**src/fati_pkg.sv**
```systemverilog
`timescale 1ns / 1ps
// Shared types and constants of the four-axis table interpolator.
// Depends on nothing; the front end, back end, top level and bench take names from here by scope.
package fati_pkg;

	localparam int unsigned STORE_DEPTH = 32768;
	localparam int IDX_W = 7;
	localparam logic signed [27:0] DEG360_Q = 28'sd23592960;
	localparam logic signed [31:0] FRAC_LIM = 32'sd1073741824;

	typedef enum logic [2:0] {
		REG_DIR_MIN  = 3'd0,
		REG_DIR_RCP  = 3'd1,
		REG_SPD_MIN  = 3'd2,
		REG_SPD_RCP  = 3'd3,
		REG_INC_MIN  = 3'd4,
		REG_INC_RCP  = 3'd5,
		REG_SWH_MIN  = 3'd6,
		REG_SWH_RCP  = 3'd7
	} reg_idx_t;

	typedef enum logic [1:0] {
		K_WRITE,
		K_QUERY,
		K_NULL
	} kind_t;

	// Axis levels follow the reduction order: 0 incidence, 1 speed, 2 direction, 3 wave.
	typedef struct packed {
		kind_t             kind;
		logic [14:0]       addr;
		logic [31:0]       value;
		logic [1:0]        pol;
		logic              nowave;
		logic [3:0][32:0]  delta;
	} entry_t;

	typedef struct packed {
		logic [3:0][31:0] recip;
	} recip_t;

	typedef enum logic [2:0] {
		ST_IDLE,
		ST_AXMUL,
		ST_AXPOST,
		ST_READ,
		ST_MERGE,
		ST_LFIN,
		ST_EMIT
	} state_t;

endpackage

```
**src/fati_in_if.sv**
```systemverilog
`timescale 1ns / 1ps
// Input channel of the interpolator: valid/ready plus one command item.
// Depends on nothing.
interface fati_in_if;
	logic               valid;
	logic               ready;
	logic               command;
	logic [14:0]        entry_address;
	logic signed [31:0] entry_value;
	logic [1:0]         pol_index;
	logic signed [31:0] incidence;
	logic signed [31:0] speed;
	logic signed [26:0] direction;
	logic signed [31:0] wave_height;

	modport source(output valid, command, entry_address, entry_value, pol_index,
		incidence, speed, direction, wave_height, input ready);
	modport sink(input valid, command, entry_address, entry_value, pol_index,
		incidence, speed, direction, wave_height, output ready);
endinterface

```
**src/fati_front.sv**
```systemverilog
`timescale 1ns / 1ps
// Front end: configuration registers, command classification, direction wrap,
// axis offsets and a two-entry queue toward the back end. Uses fati_pkg, fati_in_if.
module fati_front #(
	parameter int POL_COUNT = 4
) (
	input  logic                 clk,
	input  logic                 arst_n,
	fati_in_if.sink              din,
	input  logic                 wr_en,
	input  logic [2:0]           wr_index,
	input  logic [31:0]          wr_data,
	input  logic                 pop,
	output fati_pkg::entry_t     head,
	output logic                 head_v,
	output fati_pkg::recip_t     rcp
);

	logic signed [25:0] dir_min_q;
	logic signed [31:0] spd_min_q;
	logic signed [31:0] inc_min_q;
	logic [30:0]        swh_min_q;
	logic [31:0]        dir_rcp_q, spd_rcp_q, inc_rcp_q, swh_rcp_q;

	fati_pkg::entry_t fifo_q [2];
	logic             wr_ptr_q, rd_ptr_q;
	logic [1:0]       cnt_q;
	logic             push;
	fati_pkg::entry_t ent;
	logic signed [27:0] t;

	always_ff @(posedge clk or negedge arst_n) begin
		if (!arst_n) begin
			dir_min_q <= '0;
			spd_min_q <= '0;
			inc_min_q <= '0;
			swh_min_q <= '0;
			dir_rcp_q <= 32'd65536;
			spd_rcp_q <= 32'd65536;
			inc_rcp_q <= 32'd65536;
			swh_rcp_q <= 32'd65536;
		end else if (wr_en) begin
			unique case (fati_pkg::reg_idx_t'(wr_index))
				fati_pkg::REG_DIR_MIN: dir_min_q <= wr_data[25:0];
				fati_pkg::REG_DIR_RCP: dir_rcp_q <= wr_data;
				fati_pkg::REG_SPD_MIN: spd_min_q <= wr_data;
				fati_pkg::REG_SPD_RCP: spd_rcp_q <= wr_data;
				fati_pkg::REG_INC_MIN: inc_min_q <= wr_data;
				fati_pkg::REG_INC_RCP: inc_rcp_q <= wr_data;
				fati_pkg::REG_SWH_MIN: swh_min_q <= wr_data[30:0];
				fati_pkg::REG_SWH_RCP: swh_rcp_q <= wr_data;
				default: ;
			endcase
		end
	end

	assign rcp.recip[0] = inc_rcp_q;
	assign rcp.recip[1] = spd_rcp_q;
	assign rcp.recip[2] = dir_rcp_q;
	assign rcp.recip[3] = swh_rcp_q;

	always_comb begin
		// wrap direction into [0, 360) degrees; input spans about +-1024
		t = 28'(din.direction);
		for (int k = 0; k < 3; k++) begin
			if (t < 0) t = t + fati_pkg::DEG360_Q;
		end
		for (int k = 0; k < 2; k++) begin
			if (t >= fati_pkg::DEG360_Q) t = t - fati_pkg::DEG360_Q;
		end
		ent.addr     = din.entry_address;
		ent.value    = din.entry_value;
		ent.pol      = din.pol_index;
		ent.nowave   = din.wave_height < 0;
		ent.delta[0] = 33'(din.incidence) - 33'(inc_min_q);
		ent.delta[1] = 33'(din.speed) - 33'(spd_min_q);
		ent.delta[2] = 33'(t) - 33'(dir_min_q);
		ent.delta[3] = 33'(din.wave_height) - $signed({2'b00, swh_min_q});
		if (!din.command)
			ent.kind = fati_pkg::K_WRITE;
		else if (32'(din.pol_index) >= 32'(POL_COUNT))
			ent.kind = fati_pkg::K_NULL;
		else
			ent.kind = fati_pkg::K_QUERY;
	end

	assign din.ready = cnt_q != 2'd2;
	assign push      = din.valid && din.ready;
	assign head      = fifo_q[rd_ptr_q];
	assign head_v    = cnt_q != 2'd0;

	always_ff @(posedge clk) begin
		if (push) fifo_q[wr_ptr_q] <= ent;
	end

	always_ff @(posedge clk or negedge arst_n) begin
		if (!arst_n) begin
			wr_ptr_q <= 1'b0;
			rd_ptr_q <= 1'b0;
			cnt_q    <= 2'd0;
		end else begin
			if (push) wr_ptr_q <= ~wr_ptr_q;
			if (pop) rd_ptr_q <= ~rd_ptr_q;
			cnt_q <= cnt_q + 2'(push) - 2'(pop);
		end
	end

	assert property (@(posedge clk) disable iff (!arst_n) pop |-> cnt_q != 2'd0)
		else $error("queue popped while empty");
	assert property (@(posedge clk) disable iff (!arst_n) cnt_q <= 2'd2)
		else $error("queue count overflow");
	assert property (@(posedge clk) disable iff (!arst_n)
		(cnt_q == 2'd0) |-> (wr_ptr_q == rd_ptr_q))
		else $error("queue pointers disagree with empty count");

endmodule

```
**src/flat_wrapper.sv**
```systemverilog
// flat-port wrapper written by rule: the top's interface ports become plain ports
module fati_front_flat 
#(
	parameter int POL_COUNT = 4
)
  (clk, arst_n, wr_en, wr_index, wr_data, pop, head, head_v, rcp, din_valid, din_command, din_entry_address, din_entry_value, din_pol_index, din_incidence, din_speed, din_direction, din_wave_height, din_ready);
  fati_in_if din_i ();
  input  logic clk;
  input  logic arst_n;
  input  logic wr_en;
  input  logic [2:0] wr_index;
  input  logic [31:0] wr_data;
  input  logic pop;
  output fati_pkg::entry_t head;
  output logic head_v;
  output fati_pkg::recip_t rcp;
  input wire logic [$bits(din_i.valid)-1:0] din_valid;
  input wire logic [$bits(din_i.command)-1:0] din_command;
  input wire logic [$bits(din_i.entry_address)-1:0] din_entry_address;
  input wire logic [$bits(din_i.entry_value)-1:0] din_entry_value;
  input wire logic [$bits(din_i.pol_index)-1:0] din_pol_index;
  input wire logic [$bits(din_i.incidence)-1:0] din_incidence;
  input wire logic [$bits(din_i.speed)-1:0] din_speed;
  input wire logic [$bits(din_i.direction)-1:0] din_direction;
  input wire logic [$bits(din_i.wave_height)-1:0] din_wave_height;
  output wire logic [$bits(din_i.ready)-1:0] din_ready;
  assign din_i.valid = din_valid;
  assign din_i.command = din_command;
  assign din_i.entry_address = din_entry_address;
  assign din_i.entry_value = din_entry_value;
  assign din_i.pol_index = din_pol_index;
  assign din_i.incidence = din_incidence;
  assign din_i.speed = din_speed;
  assign din_i.direction = din_direction;
  assign din_i.wave_height = din_wave_height;
  assign din_ready = din_i.ready;
  fati_front #(.POL_COUNT(POL_COUNT)) u_core (.clk(clk), .arst_n(arst_n), .din(din_i), .wr_en(wr_en), .wr_index(wr_index), .wr_data(wr_data), .pop(pop), .head(head), .head_v(head_v), .rcp(rcp));
endmodule
```
**config.mk**
```make
export PLATFORM = sky130hd
export DESIGN_NAME = fati_front_flat
export DESIGN_NICKNAME = d
export VERILOG_FILES = /design/src/fati_pkg.sv /design/src/fati_in_if.sv /design/src/fati_front.sv /design/src/flat_wrapper.sv
export SDC_FILE = /design/constraint.sdc
export NUM_CORES = 1
export LEC_CHECK = 0
export BUFFER_PORTS_ARGS = -buffer_cell sky130_fd_sc_hd__buf_2
export CAP_MARGIN = 30
export CORE_MARGIN = 2
export CORE_UTILIZATION = 47
export CTS_CLUSTER_DIAMETER = 80
export CTS_CLUSTER_SIZE = 40
export DETAILED_ROUTE_END_ITERATION = 10
export MAX_ROUTING_LAYER = met4
export PLACE_DENSITY = 0.68
export RECOVER_POWER = 25
export SETUP_SLACK_MARGIN = 0.1
export SLEW_MARGIN = 20
export SYNTH_ARGS = -nofsm -noshare
export SYNTH_HDL_FRONTEND = slang
export SYNTH_SLANG_ARGS = --single-unit
```
**constraint.sdc**
```tcl
create_clock -name clk -period 24.6 [get_ports clk]
set_input_delay 1.23 -clock clk [delete_from_list [all_inputs] [get_ports clk]]
set_output_delay 1.23 -clock clk [all_outputs]
set_load 0.1 [all_outputs]
```
==> key figures, run 1 <==
Yosys
  – Register bit total from synthesis: around 610
  – Synth Cell Area: approximately 30000 um^2
  – Count of mapped cells out of synthesis: around 2300
  – Post-synthesis sequential area ratio: between 50% and 60%
  – Async SR Flop Fraction: 41.41%
  – Mapped Nets: between 2000 and 3000
  – Syn_area_per_cell: 12.72 um^2
  – Main flop type after synthesis: edfxtp_1
  – Synth cell types: 94
  – Number of enable flip-flop cells after synthesis: 358
  – Yosys warning total: 0

Timing
  – Final hold violations: 0
  – Fin worst setup slack: 17.30 ns
  – Relative slew slack: -316.2%
  – Worst slew pin tran: 6.243 ns
  – Max frequency: 0.1370 GHz
  – RSZ-0062 raised after global routing: no
  – Setup TNS: 0 ns
  – Ratio of final minimum period to clock period: between 20 and 30%
  – Slew Viols, Final: 304
  – Clk_skew: 0.04551 ns
  – Tmin final: 7.301 ns
  – Finish-stage setup viols: 0

Cells and area
  – Most frequent cells in the layout: buf_2, edfxtp_1, mux2_2, dfrtp_1, inv_1
  – Multi-input gate area: 11820 um^2
  – Commonest non-fill, non-tap cell in the layout: buf_2
  – Final nets: 3202
  – Final Core Density: between 50% and 60%
  – Area growth, synth to finish: 16.36%
  – Layout cell share with drive strength beyond 1: 33.21%
  – FF+latch area: 17090 um^2
  – Filler cell count: between 5000 and 6000

GRT
  – Largest net degree at the start of global routing: 159
  – GRT Residual Overflow: 0
  – Initial antenna violation count: 14
  – Vias in the first global route: 20480
  – GRT Util Overall: 23.85%
  – First-pass GRT wire length: 118300 um

Worst setup path
  – Arr. time, crit path: 7.70 ns
  – Slowest cell on crit path: o41ai_2
  – Crit start category: primary input
  – Most frequent CP cell: ha_1
  – CP Class: primary input to flop
  – Crit-path max FO: 16
  – CP Data Required Time: between 20 and 30 ns
  – Worst path bufs/invs: 1
  – CP top delay family: compound AO/OA/AOI/OAI gates
  – Setup crit end kind: flop
  – Critical path's largest stage delay: 0.62 ns
  – Reg2reg setup slack: 19.94 ns

Clock tree
  – H-tree levels: 1
  – Clk buf depth: 3
  – Setup bufs post-CTS: 0
  – Post-cts resize count: 0
  – Clock transition at path regs: approximately 0.12 ns
  – Hold_buf cts: 0
  – Cts bufs inserted: 31
  – CTS tree: yes
  – Clock tree sinks: 611
  – Clock Latency Late Sink: 0.66 ns
  – Root buf cell: clkbuf_16

Die
  – Die area: 65530 um^2
  – IO Count: 527
  – Die H: 256.0 um
  – # rows: 92
  – Die width: 256.0 um
  – Core footprint: 62970 um^2
  – Initial core utilization: between 40% and 50%

Route
  – WL final: 77570 um
  – WL/cell: 20.75 um
  – DRC viols: 0
  – Number of DRC markers after the initial detailed-route iteration: 1289
  – Routed Antenna Nets: 0
  – DR vias: 20270
  – Via/cell ratio: 5.420
  – DR pass1 iterations: 5

Placed design
  – Final GP Congestion: 0.8943
  – Pre-CTS setup slack: ~17 ns
  – I/O Buffers: 525
  – Post-DP HPWL: 57640 um

Run
  – Max Cap Viol: 6

Hold path
  – Hold WC Path Type: flop to flop

Run status
  – Outcome: finished with violations
  – Failing checks: max-capacitance violations, max-slew violations
[cell usage after synthesis (all sizes together) (24+ instances only)]
library cell | instances | area, um^2
nand2 | 147 | 554.3
ha | 131 | 1639
dfrtp | 249 | 6231
mux2 | 343 | 3862
nor3 | 27 | 140.1
a21oi | 111 | 596.8
a21o | 43 | 330.3
nor2 | 89 | 339.1
clkbuf | 52 | 195.2
xor2 | 33 | 289.0
edfxtp | 358 | 10750
inv | 175 | 656.9
o21ai | 155 | 775.7
xnor2 | 92 | 835.8
nand3 | 24 | 120.1
[flip-flops by register name (all words and copies together), names as in the netlist]
register          cells
u_core.fifo_q       358
u_core.dir_rcp_q     32
u_core.inc_min_q     32
u_core.inc_rcp_q     32
u_core.spd_min_q     32
u_core.spd_rcp_q     32
u_core.swh_rcp_q     32
u_core.swh_min_q     31
u_core.dir_min_q     26
u_core.cnt_q          2
u_core.rd_ptr_q       1
u_core.wr_ptr_q       1
[cell families after synthesis]
group	synth area share (%)
mux	13.14
flops	57.25
other cells	0.01256
compound gates	10.07
xor+xnor	3.769
buf+inv	3.211
fa+ha+maj	5.760
simple gates	6.783
[layout make-up]
type | instances | area share, %
sequential | 611 | 49.20
multi-input combinational | 1491 | 34.04
timing repair buffer | 544 | 7.930
tap | 846 | 3.048
clock buffer | 31 | 2.234
inverter | 175 | 1.892
clock inverter | 27 | 1.556
antenna | 14 | 0.1009
[layer usage]
metal	global-route usage [%]	part of all wire, %	up-vias
met5	-	0	-
met4	6.595	2.8	0
met3	3.803	5.7	110
met2	39.95	49	573
met1	30.12	43	10020
li1	-	-	9566
[path summary, 6_finish.rpt]
check / startpoint / to / cells past startpoint
worst max register to register: u_core.cnt_q[1] / u_core.fifo_q[1][132] / 4
min in group asynchronous: arst_n / u_core.dir_rcp_q[10] / 1
worst max-delay path: din_direction[19] / u_core.fifo_q[0][93] / 26
worst min-delay path: u_core.cnt_q[1] / u_core.cnt_q[1] / 1
worst min register to register: u_core.cnt_q[1] / u_core.cnt_q[1] / 1
max in group asynchronous: arst_n / u_core.swh_min_q[17] / 1
[per-stage QoR]
step | instances | hold WS [ns] | instance area (um^2)
6_report | 3739 | 0.4957 | 34730
3_5_place_dp | 3664 | 0.4872 | 33410
2_1_floorplan | 2346 | 0.4592 | 29840
3_3_place_gp | 3663 | 0.4813 | 33400
4_1_cts | 3722 | 0.5078 | 34720
5_1_grt | 3738 | 0.5168 | 34720
Power of run 1 is left out: the tool's default activity adds up to more than one toggle a clock period on the data nets, which glitch-free logic cannot reach.
==> inputs of run 2 (changes only) <==
Clock period 24.6 ns to 7.4 ns, I/O delays scaled along.
==> run 2 against run 1 <==
  * The flow still finishes with violations (max-capacitance violations, max-slew violations)
  * Count of clock-buffer cells in the layout increased by 8
  * Non-clock buffer count increased by 56
  * Register-to-register slack got worse by 17 ns
  * Sequential share of layout area decreased by 0.63 points
  * Critical path depth increased by 1
  * Worst hold slack got worse by 0.40 ns
  * Worst setup slack got worse by 16 ns
  * Final cell count increased by 1.6%
  * Flip-flop and latch count unchanged
  * Utilization increased by 0.73 points
  * Global-route usage increased by 0.25 points
  * First-iteration DRC count increased by 5.6%
==> key figures, run 2 (synthesis gave the netlist of run 1 again) <==
Run status
  – Outcome: finished with violations
  – Failing checks: max-capacitance violations, max-slew violations

Worst setup path
  – Arr. time, crit path: around 6.4 ns
  – CP top delay family: compound AO/OA/AOI/OAI gates
  – Critical path's largest stage delay: 0.51 ns
  – Crit-path max FO: 8
  – Setup crit end kind: flop
  – Most frequent CP cell: ha_1
  – Slowest cell on crit path: or4_1
  – Crit start category: primary input
  – CP Class: primary input to flop
  – Worst path bufs/invs: 3
  – CP Data Required Time: 7.72 ns

GRT
  – GR Layer Usage met2: 39.37%
  – Initial antenna violation count: 21
  – Busiest grt layer: met2
  – GRT Util Overall: between 20% and 30%
  – GR met3 Demand/Resource: ~4%
  – Largest net degree at the start of global routing: 134
  – Vias in the first global route: slightly above 20000
  – GRT Residual Overflow: 0
  – GR Util met1: 30.52%
  – First-pass GRT wire length: roughly 120000 um

Hold path
  – Hold WC Path Type: primary input to flop

Placed design
  – Final GP Congestion: 0.8734
  – I/O Buffers: 525
  – Post-DP HPWL: 57860 um

Cells and area
  – Largest register FFs: 358
  – Layout cell share with drive strength beyond 1: 32.40%
  – Area growth, synth to finish: 17.90%
  – Reg with most FFs: u_core.fifo_q
  – Commonest non-fill, non-tap cell in the layout: buf_2
  – Final nets: 3261
  – Most frequent cells in the layout: buf_2, edfxtp_1, mux2_2, dfrtp_1, inv_1

Timing
  – Ratio of final minimum period to clock period: roughly 82%
  – Tmin final: slightly above 6 ns
  – Clk_skew: 0.04000 ns
  – RSZ-0062 raised after global routing: no
  – Slew Viols, Final: 278
  – Max frequency: about 0.16 GHz
  – Final hold violations: 0
  – Finish-stage setup viols: 0
  – Setup TNS: 0 ns
  – Relative slew slack: -72.66%
  – Worst slew pin tran: approximately 2.6 ns

Die
  – Die area: 65530 um^2
  – Initial core utilization: 47.40%
  – # rows: 92
  – IO Count: approximately 530
  – Core footprint: roughly 63000 um^2
  – Die H: 256.0 um
  – Die width: between 200 and 300 um

Route
  – DR pass1 iterations: 6
  – DRC viols: 0
  – Routed Antenna Nets: 0
  – Number of DRC markers after the initial detailed-route iteration: between 1000 and 1500
  – DR vias: roughly 20000
  – Via/cell ratio: between 5 and 6
  – WL/cell: 20.55 um
  – WL final: just under 80000 um

Clock tree
  – Setup bufs post-CTS: 0
  – Cts bufs inserted: 34
  – H-tree levels: 2
  – Clk buf depth: 3
  – Clock transition at path regs: 0.11 ns
  – Clock Latency Late Sink: 0.60 ns
  – Clock tree sinks: roughly 610
  – CTS tree: yes
  – Root buf cell: clkbuf_16

Run
  – Max Cap Viol: 6
-- run 2: routing by layer --
layer | share of wire, % | wire [um]
met5 | 0 | 0
met2 | 48 | 37680
met4 | 3.3 | 2600
met1 | 43 | 33550
met3 | 5.5 | 4257
-- run 2: cell type report --
cell class	instances	area, um^2
sequential	611	17090
clock inverter	22	337.8
timing repair buffer	600	3301
clock buffer	39	890.9
inverter	175	656.9
fill	5282	27780
multi-input combinational	1491	11810
antenna	16	40.04
tap	846	1059
-- run 2: path summary, 6_finish.rpt --
kind	start	to	slack (ns)	cells past startpoint
max	din_direction[20]	u_core.fifo_q[1][93]	1.30	27
min	din_entry_value[0]	u_core.fifo_q[1][135]	0.1	1
max reg2reg	u_core.swh_min_q[1]	u_core.fifo_q[1][130]	3.22	14
min reg2reg	u_core.dir_rcp_q[7]	u_core.dir_rcp_q[7]	0.51	1
max in group asynchronous	arst_n	u_core.dir_rcp_q[16]	5.72	4
min in group asynchronous	arst_n	u_core.dir_rcp_q[11]	0.43	2
-- run 2: through the flow --
step | setup WS, ns | hold slack, ns | cell area, um^2 | cells | util (%)
CTS | 1.290 | 0.0007283 | 35190 | 3782 | 55.89
finish | 1.302 | 0.09565 | 35190 | 3800 | 55.88
global placement | 0.5733 | 0.4686 | 33450 | 3669 | 53.12
global route | 0.7440 | 0.08939 | 35190 | 3800 | 55.88
floorplan | 0.9379 | 0.07441 | 29850 | 2346 | -
detailed placement | 0.6768 | 0.4816 | 33450 | 3670 | 53.13
-- run 2: what timing repair did --
action | CTS | global route
setup endpoints to repair | 0 | 0
gates resized for setup | 0 | 0
hold buffers | 51 | 0
hold endpoints to repair | 202 | 0
Power of run 2 is left out for the same reason.
==> inputs of run 3 (changes only) <==
Settings changed: ABC_AREA from default to 1.
Clock period 7.4 ns to 6.4 ns, I/O delays scaled along.
==> run 3 against run 2 <==
  * Critical path type unchanged
  * Largest cell class unchanged
  * Worst hold slack improved by 0.074 ns
  * Area after synthesis fell by 2.2%
  * Count of clock-buffer cells in the layout fell by 6
  * The run still ends with max-capacitance violations, max-slew violations left
  * Flip-flop and latch count did not move
==> key figures, run 3 <==
Run status
  – Outcome: finished with violations
  – Failing checks: max-capacitance violations, max-slew violations

Route
  – DR vias: 21390
  – DRC viols: 0
  – Via/cell ratio: 5.226
  – Number of DRC markers after the initial detailed-route iteration: 1487
  – DR pass1 iterations: 6
  – WL/cell: 19.60 um
  – Routed Antenna Nets: 0
  – WL final: between 80000 and 90000 um

Timing
  – RSZ-0062 raised after global routing: no
  – Finish-stage setup viols: 0
  – Clk_skew: ~0.050 ns
  – Ratio of final minimum period to clock period: 77.60%
  – Tmin final: 4.967 ns
  – Slew Viols, Final: 450
  – Final hold violations: 0
  – Worst slew pin tran: 3.421 ns
  – Max frequency: roughly 0.2 GHz
  – Final hold slack: 0.1699 ns
  – Relative slew slack: -128.0%

Yosys
  – Post-Synth Simple-Gate Area: approximately a tenth
  – Count of mapped cells out of synthesis: around 2700
  – Yosys warning total: 0
  – Largest family of logic cells by synthesized area: simple AND/OR/NAND/NOR gates
  – XOR/XNOR share of the synthesized area: 3.834%
  – Async SR Flop Fraction: between 40% and 50%
  – Post-synthesis sequential area ratio: 58.56%
  – Mux cell area share after synthesis: 6.908%
  – Post-synth top area share: between 30% and 40%
  – Synth Cell Area: 29180 um^2
  – Complex-gate fraction of the synthesized area: 9.254%
  – Top-count cell post-synth: nand2_1
  – Number of enable flip-flop cells after synthesis: 358
  – Main flop type after synthesis: edfxtp_1
  – Register bit total from synthesis: 611
  – Post-Synth Adder-Cell Area: roughly 5.9%
  – Synth cell types: 51
  – Dominant cell type by area after synthesis: edfxtp_1
  – Commonest cells in the synthesized netlist: nand2_1, edfxtp_1, inv_1
  – Syn_area_per_cell: 10.94 um^2
  – Mapped Nets: 3014
  – Synth top area cells: edfxtp_1, dfrtp_1, mux2_2, nand2_1, ha_1

Clock tree
  – Clock transition at path regs: 0.12 ns
  – Root buf cell: clkbuf_16
  – Post-cts resize count: 0
  – Clock Latency Late Sink: 0.64 ns
  – Setup bufs post-CTS: 0
  – CTS tree: yes
  – Cts bufs inserted: 30
  – Hold_buf cts: 53
  – Clk buf depth: 3
  – Clock tree sinks: 611
  – H-tree levels: 1

Worst setup path
  – CP Class: primary input to flop
  – Crit start category: primary input
  – Critical path's largest stage delay: 0.35 ns
  – Crit-path max FO: 17
  – R2r startpoint: u_core.dir_min_q[2]
  – RR Endpoint: u_core.fifo_q[0][91]
  – Reg2reg setup slack: 2.60 ns
  – Slowest cell on crit path: ha_1
  – CP Data Required Time: roughly 6.8 ns
  – Arr. time, crit path: roughly 5.4 ns
  – Most frequent CP cell: nand2_1
  – Worst r2r path cells: 15
  – Setup crit end kind: flop

Placed design
  – Placed insts: between 3000 and 4000
  – Final GP Congestion: roughly 0.95
  – I/O Buffers: 525
  – DP Area: 32730 um^2
  – Post-DP HPWL: 58260 um

Power and ir drop
  – Power density over the cells: 543.0 nW/um^2
  – Sw frac: 53.91%
  – P_sw: 0.01007 W
  – Comb power frac: 55.1%
  – Internal power: 0.008608 W
  – Sequential power share: between 30% and 40%
  – Max VDD drop: 0.0003843 V
  – Clock power share: 13.3%
  – Leakage: 15.34 nW

GRT
  – Initial antenna violation count: 25
  – GRT Util Overall: around a quarter
  – Vias in the first global route: 20760
  – First-pass GRT wire length: ~120000 um
  – GRT Residual Overflow: 0
  – Largest net degree at the start of global routing: between 100 and 150

Cells and area
  – Commonest non-fill, non-tap cell in the layout: nand2_1
  – Area growth, synth to finish: 17.88%
  – Filler cell count: 5397
  – Reg with most FFs: u_core.fifo_q
  – Layout cell share with drive strength beyond 1: 24.33%
  – Most frequent cells in the layout: nand2_1, buf_2, edfxtp_1, inv_1, o21ai_0
  – Final instance area: around 34000 um^2
  – Final nets: 3564
  – Largest register FFs: approximately 360
  – Post-Layout Cell Count: approximately 4100

Hold path
  – Hold Path End: u_core.fifo_q[0][99]
  – Hold WC Path Type: primary input to flop
  – Hold Path Depth: 4
  – Min-Delay Startpoint: din_wave_height[0]

Die
  – Core footprint: 61600 um^2
  – Die width: 253.2 um
  – Initial core utilization: roughly 47%
  – Die H: 253.2 um
  – IO Count: 527
  – Die area: 64090 um^2
  – # rows: 91

Run
  – Max Cap Viol: 8
==> run 3: cell types whose count changed after synthesis, sizes merged, moves of 51 or more <==
cell   previous run  this run
inv             175       312
a21oi           111       181
nand2           147       508
o21ai           155       272
xor2             33        84
mux2            343       179
==> run 3: power groups by stage <==
stage | combinational [W] | sequential, W | clock (W)
floorplan | 0.00743 | 0.00708 | 0
global placement | 0.0101 | 0.00597 | 0
detailed placement | 0.0102 | 0.00602 | 0
CTS | 0.0103 | 0.00594 | 0.00255
global route | 0.0108 | 0.00600 | 0.00267
finish | 0.0103 | 0.00590 | 0.00249
==> run 3: routing by layer <==
| metal | up-vias | track usage [%] | wire, um |
|---|---|---|---|
| met5 | - | - | 0 |
| met4 | 0 | 5.461 | 1611 |
| met3 | 109 | 4.163 | 5574 |
| met2 | 714 | 42.39 | 39780 |
| met1 | 10350 | 31.50 | 33270 |
| li1 | 10220 | - | - |
==> run 3: how the worst max path moves through the flow <==
stage | from | cells after the start | slack [ns] | end
2_1_floorplan | u_core.cnt_q[1] | 3 | -0.08 | u_core.fifo_q[1][0]
3_3_place_gp | din_direction[19] | 38 | 0.91 | u_core.fifo_q[0][98]
3_5_place_dp | din_direction[26] | 38 | 0.82 | u_core.fifo_q[1][98]
4_1_cts | din_direction[26] | 38 | 1.52 | u_core.fifo_q[0][98]
5_1_grt | din_direction[26] | 42 | 0.80 | u_core.fifo_q[0][98]
6_report | din_direction[26] | 42 | 1.43 | u_core.fifo_q[0][98]
==> run 3: cells by family after synthesis <==
group / count (synthesis)
buffers and inverters: 390
other: 1
multiplexers: 179
AO/OA/AOI/OAI: 510
XOR/XNOR: 126
adder cells (fa/ha/maj): 135
flip-flops: 611
AND/OR/NAND/NOR: 714
==> run 3: stage by stage <==
| step | utilization (%) | power (W) | TNS [ns] | setup WS [ns] |
|---|---|---|---|---|
| final | 55.84 | 0.01868 | 0 | 1.433 |
| after floorplan | - | 0.01451 | -23.82 | -0.07552 |
| after detailed placement | 53.14 | 0.01624 | 0 | 0.8231 |
| after CTS | 55.88 | 0.01875 | 0 | 1.520 |
| after global routing | 55.83 | 0.01946 | 0 | 0.8039 |
| after global placement | 53.09 | 0.01608 | 0 | 0.9148 |
==> run 3: final cells by class <==
class	count	area, um^2	share of cell area (%)
Clock inverter	22	374.1	1.088
Inverter	313	1180	3.430
Clock buffer	33	783.3	2.277
Antenna cell	18	45.04	0.1310
Multi-Input combinational cell	1665	10600	30.82
Timing Repair Buffer	595	3274	9.520
Tap cell	837	1047	3.045
Sequential cell	611	17090	49.69
==> run 3: worst max-delay path: cells and delay by family <==
family | cells | cell delay (ns)
AO/OA/AOI/OAI | 5 | 0.70
adder cells (fa/ha/maj) | 3 | 0.75
buffers and inverters | 4 | 0.61
AND/OR/NAND/NOR | 30 | 2.92
No activity file was read; power rests on OpenSTA's default activity.
